===== src/hdl/kcm_pkg.sv =====
// Shared types, codes and helpers of the K-mer codebook matcher.
package kcm_pkg;

	// fixed field widths of the request and response words
	localparam int KEY_IN_W  = 20;
	localparam int QUERY_W   = 20;
	localparam int RSP_IDX_W = 20;
	localparam int RSP_CNT_W = 32;

	// request kinds
	localparam logic [1:0] REQ_LOAD = 2'd0;
	localparam logic [1:0] REQ_BASE = 2'd1;
	localparam logic [1:0] REQ_READ = 2'd2;

	// response status
	localparam logic [1:0] ST_OK   = 2'd0;
	localparam logic [1:0] ST_DUP  = 2'd1;
	localparam logic [1:0] ST_FULL = 2'd2;

	// ASCII of the four bases
	localparam logic [7:0] CHAR_A = 8'h41;
	localparam logic [7:0] CHAR_C = 8'h43;
	localparam logic [7:0] CHAR_G = 8'h47;
	localparam logic [7:0] CHAR_T = 8'h54;

	// response queue
	localparam int OUT_DEPTH = 4;
	localparam int OUT_PTR_W = 2;
	localparam int OUT_LVL_W = 3;

	typedef struct packed {
		logic [1:0]          req_type;
		logic [7:0]          base_char;
		logic                seq_start;
		logic [KEY_IN_W-1:0] load_key;
		logic [QUERY_W-1:0]  query_index;
	} kcm_req_t;

	typedef struct packed {
		logic [1:0]           status;
		logic                 matched;
		logic [RSP_IDX_W-1:0] match_index;
		logic [RSP_CNT_W-1:0] count_value;
		logic [RSP_CNT_W-1:0] hit_total;
	} kcm_rsp_t;

	typedef struct packed {
		logic       ok;
		logic [1:0] code;
	} kcm_base_t;

	// A=0 C=1 G=2 T=3; anything else is not a base
	function automatic kcm_base_t base_code(input logic [7:0] c);
		kcm_base_t b;
		b = '0;
		unique case (c)
			CHAR_A: b = '{ok: 1'b1, code: 2'd0};
			CHAR_C: b = '{ok: 1'b1, code: 2'd1};
			CHAR_G: b = '{ok: 1'b1, code: 2'd2};
			CHAR_T: b = '{ok: 1'b1, code: 2'd3};
			default: b = '0;
		endcase
		return b;
	endfunction

endpackage


===== src/hdl/kcm_channels.sv =====


interface kcm_rsp_if;
	import kcm_pkg::*;
	logic     valid;
	logic     ready;
	kcm_rsp_t data;
	modport source(output valid, output data, input ready);
	modport sink(input valid, input data, output ready);
endinterface


===== src/hdl/kcm_out_fifo.sv =====
// Response queue: holds finished words until the receiver takes them.
module kcm_out_fifo (
	input  logic                           clk,
	input  logic                           arst_n,
	input  logic                           push,
	input  kcm_pkg::kcm_rsp_t              push_data,
	output logic [kcm_pkg::OUT_LVL_W-1:0]  level,
	kcm_rsp_if.source                      rsp
);
	import kcm_pkg::*;

	kcm_rsp_t              slot_q [OUT_DEPTH];
	logic [OUT_PTR_W-1:0]  wr_ptr_q;
	logic [OUT_PTR_W-1:0]  rd_ptr_q;
	logic [OUT_LVL_W-1:0]  level_q;
	logic                  pop;

	assign pop       = rsp.valid && rsp.ready;
	assign rsp.valid = (level_q != '0);
	assign rsp.data  = slot_q[rd_ptr_q];
	assign level     = level_q;

	always_ff @(posedge clk) begin
		if (push) slot_q[wr_ptr_q] <= push_data;
	end

	always_ff @(posedge clk or negedge arst_n) begin
		if (!arst_n) begin
			wr_ptr_q <= '0;
			rd_ptr_q <= '0;
			level_q  <= '0;
		end else begin
			if (push) wr_ptr_q <= wr_ptr_q + 1'b1;
			if (pop) rd_ptr_q <= rd_ptr_q + 1'b1;
			case ({push, pop})
				2'b10:   level_q <= level_q + 1'b1;
				2'b01:   level_q <= level_q - 1'b1;
				default: level_q <= level_q;
			endcase
		end
	end

endmodule


===== src/flat_wrapper.sv =====
// flat-port wrapper written by rule: the top's interface ports become plain ports
module kcm_out_fifo_flat import kcm_pkg::*;
  (clk, arst_n, push, push_data, level, rsp_valid, rsp_data, rsp_ready);
  kcm_rsp_if rsp_i ();
  input  logic clk;
  input  logic arst_n;
  input  logic push;
  input  kcm_pkg::kcm_rsp_t push_data;
  output logic [kcm_pkg::OUT_LVL_W-1:0] level;
  output wire logic [$bits(rsp_i.valid)-1:0] rsp_valid;
  output wire logic [$bits(rsp_i.data)-1:0] rsp_data;
  input wire logic [$bits(rsp_i.ready)-1:0] rsp_ready;
  assign rsp_valid = rsp_i.valid;
  assign rsp_data = rsp_i.data;
  assign rsp_i.ready = rsp_ready;
  kcm_out_fifo u_core (.clk(clk), .arst_n(arst_n), .push(push), .push_data(push_data), .level(level), .rsp(rsp_i));
endmodule

===== config.mk =====
export PLATFORM = sky130hd
export DESIGN_NAME = kcm_out_fifo_flat
export DESIGN_NICKNAME = d
export VERILOG_FILES = /design/src/hdl/kcm_pkg.sv /design/src/hdl/kcm_channels.sv /design/src/hdl/kcm_out_fifo.sv /design/src/flat_wrapper.sv
export SDC_FILE = /design/constraint.sdc
export NUM_CORES = 1
export LEC_CHECK = 0
export BUFFER_PORTS_ARGS = -buffer_cell sky130_fd_sc_hd__buf_4
export CORE_MARGIN = 4
export CORE_UTILIZATION = 25
export CTS_CLUSTER_DIAMETER = 30
export DETAILED_ROUTE_END_ITERATION = 6
export GPL_TIMING_DRIVEN = 0
export PLACE_DENSITY = 0.48
export SLEW_MARGIN = 15
export SYNTH_ARGS = -nofsm -noshare
export SYNTH_HDL_FRONTEND = slang
export SYNTH_SLANG_ARGS = --single-unit

===== constraint.sdc =====
create_clock -name clk -period 9 [get_ports clk]
set_clock_uncertainty 0.15 [all_clocks]
set_input_delay 0 -clock clk [delete_from_list [all_inputs] [get_ports clk]]
set_output_delay 0 -clock clk [all_outputs]
set_load 0.1 [all_outputs]

==> summary.md <==
| Metric | Value |
|---|---|
| Io pins | `182` |
| GPL Wtd Cong | `0.648` |
| Final Setup Violations | `0` |
| M1 WL | `12.3 mm` |
| Post-CTS Repair Setup Buffers | `0` |
| CP peak stage delay | `0.42 ns` |
| Synth async-reset ratio | `0.0197` |
| Max Cap Viol | `0` |
| Tot GR Track Use | `0.109` |
| Critical path class | `reg -> out` |
| Met3 WL | `1.76 mm` |
| Drt drc | `0` |
| Clk Latency, worst-skew pair | `a little under 0.6 ns` |
| Die Wd | `~240 um` |
| CP endpoint kind | `output port` |
| Design Area, Final | `~20,000 um^2` |
| Crit start category | `register` |
| WL per Instance | `~18 um` |
| Wire length on met2 | `15.4 mm` |
| Slowest CP cell | `buf_2` |
| Post-DRT Antenna Nets | `0` |
| Row count | `83` |
| Syn_area_per_cell | `around 26 um^2` |
| Critical path, cell by cell | `buf_2 -> buf_2 -> buf_2 -> mux4_2 -> buf_4` |
| EDFF count, synth | `348` |
| Worst Path Buf+Inv | `4` |
| Vias in the first global route | `7,802` |
| Most frequent CP cell | `buf_2` |
| Syn Nets | `588` |
| Post-synth top area cell | `edfxtp_1` |
| H-tree level count | `3` |
| Final min period | `between 2 and 3 ns` |
| Fin. max-slew vios | `0` |
| Post-synth cell types | `21` |
| Dominant cells by area after synthesis | `edfxtp_1 (81%), mux4_2 (15%), dfrtp_1 (1.4%)` |
| Post-synthesis sequential element count | `355` |
| Worst-path maximum fanout | `10` |
| Ant diodes | `0` |
| Mapped Cells | `491` |
| Max Freq | `373 MHz` |
| Setup TNS | `0 ns` |
| Pin count of the biggest net entering global routing | `43` |
| Yosys top cell area share | `0.807` |
| Clock Tree Buf Depth | `3` |
| Synth warnings | `0` |
| CTS root buffer | `clkbuf_16` |
| Core Area | `~51,000 um^2` |
| Grt total ovfl | `0` |
| Initial DRT Pass Iterations | `4` |
| Synth Flop Type | `edfxtp_1` |
| Finished Layout Cells | `1,685` |
| Die Span Y | `236 um` |
| Initial Utilization | `0.252` |
| Commonest cells in the netlist | `edfxtp_1 (348), mux4_2 (87), buf_2 (7), dfrtp_1 (7), inv_1 (6)` |
| Final wirelength | `30.0 mm` |
| PortBufs | `about 180` |
| Period utilization | `0.298` |
| Seq/Total Area, Yosys | `0.821` |
| Relative slew slack | `0.379` |
| Number of fill cells in the layout | `4,763` |
| CTS Hold Buffers Added | `171` |
| Share of cells above drive strength 1 | `0.421` |
| Top Layer Used | `met5` |
| Status | `completed` |
| Crit path max-delay family | `buffers and inverters` |
| RSZ-0062 raised after global routing | `false` |
| Antenna violations before repair | `1` |
| Vias per cell | `just over 4` |
| Critical path arrival | `2.53 ns` |
| Final Hold Viols | `0` |
| Synth Cell Area | `12,900 um^2` |
| DP Cell Count | `1,360` |
| Die area | `roughly 55,000 um^2` |
| P&R area growth vs syn | `52.2%` |
| Vias | `between 6,000 and 7,000` |
| CP required | `8.85 ns` |
| Min-Delay Path Class | `in -> reg` |
| Least-Margin Pin Slew | `between 0.9 and 1 ns` |
| Global-route wire length before repair | `45.9 mm` |
| Clock Sinks | `355` |
| 1st-iter DRT viols | `between 200 and 300` |
| Final net count | `1,033` |
| CTS tree | `built` |
| Count leader, synth | `edfxtp_1` |
| Post-placement cell area | `about 15,000 um^2` |
| Clock transition at path regs | `0.04 ns` |
| CTS Buf Count | `between 80 and 90` |
| Post-CTS Resized | `0` |
| Detailed placer's ending HPWL | `17.3 mm` |
-- path summary, 6_finish.rpt --
check | start | endpoint | slack (ns) | depth (start not counted)
setup / recovery | u_core.rd_ptr_q[1] | rsp_data[47] | 6.32 | 5
hold / removal | push_data[85] | u_core.slot_q[0][85] | 0.04 | 2
setup reg to reg | u_core.level[0] | u_core.level[2] | 7.00 | 7
hold reg to reg | u_core.level[2] | u_core.level[2] | 0.37 | 1
max in group asynchronous | arst_n | u_core.wr_ptr_q[0] | 8.21 | 3
min in group asynchronous | arst_n | u_core.rd_ptr_q[1] | 0.23 | 3
-- cell usage in the layout, fill, tap and decap left out, drive strengths merged --
| cell | Yosys | final |
|---|---|---|
| xor2 | 4 | 4 |
| or3 | 1 | 1 |
| bufinv | 0 | 4 |
| buf | 15 | 204 |
| nand2 | 2 | 2 |
| mux2i | 1 | 1 |
| dlygate4sd3 | 0 | 171 |
| o21ai | 1 | 1 |
| clkbuf | 5 | 103 |
| mux4 | 87 | 87 |
| xnor2 | 2 | 2 |
| and2 | 4 | 4 |
| nor2 | 1 | 1 |
| clkinvlp | 0 | 5 |
| clkinv | 0 | 44 |
| ha | 5 | 5 |
| edfxtp | 348 | 348 |
| inv | 6 | 9 |
| o31a | 1 | 1 |
| dfrtp | 7 | 7 |
| fa | 1 | 1 |
-- logic make-up after synthesis --
family          Yosys count  synth area share
compound gates            2           0.00106
xor+xnor                  6           0.00406
fa+ha+maj                 6           0.00638
mux                      88             0.152
flops                   355             0.821
buf+inv                  26            0.0124
simple gates              8           0.00329
-- cell type report --
cell class / instances / area [um^2] / area share
Sequential cell: 355 / 10600 / 0.539
Clock inverter: 56 / 425 / 0.0216
Timing Repair Buffer: 360 / 3290 / 0.167
Inverter: 6 / 22.5 / 0.00114
Buffer: 20 / 138 / 0.00699
Tap cell: 680 / 851 / 0.0432
Clock buffer: 98 / 2180 / 0.110
Multi-Input combinational cell: 110 / 2170 / 0.110
-- through the flow --
stage                     utilization  setup slack (ns)  hold WS, ns
after floorplan                     -              5.75       -0.446
after global placement          0.295              3.61       -0.329
after detailed placement        0.300              6.76       -0.330
after CTS                       0.384              6.08     0.000399
after global routing            0.384              6.07       0.0154
final                           0.384              6.32       0.0442
-- state kept, by name (all words and copies together) (netlist names) --
| register | flops |
|---|---|
| u_core.wr_ptr_q | 2 |
| u_core.rd_ptr_q | 2 |
| u_core.level | 3 |
| u_core.slot_q | 348 |
-- metal layers --
layer	global-route usage	up-vias
met5	0	-
met4	0.0457	2
met3	0.0353	46
met2	0.184	191
met1	0.129	3498
li1	-	3048
Power is not shown: default switching activity piles up to over one toggle a cycle in this logic, so the estimate is an artifact.
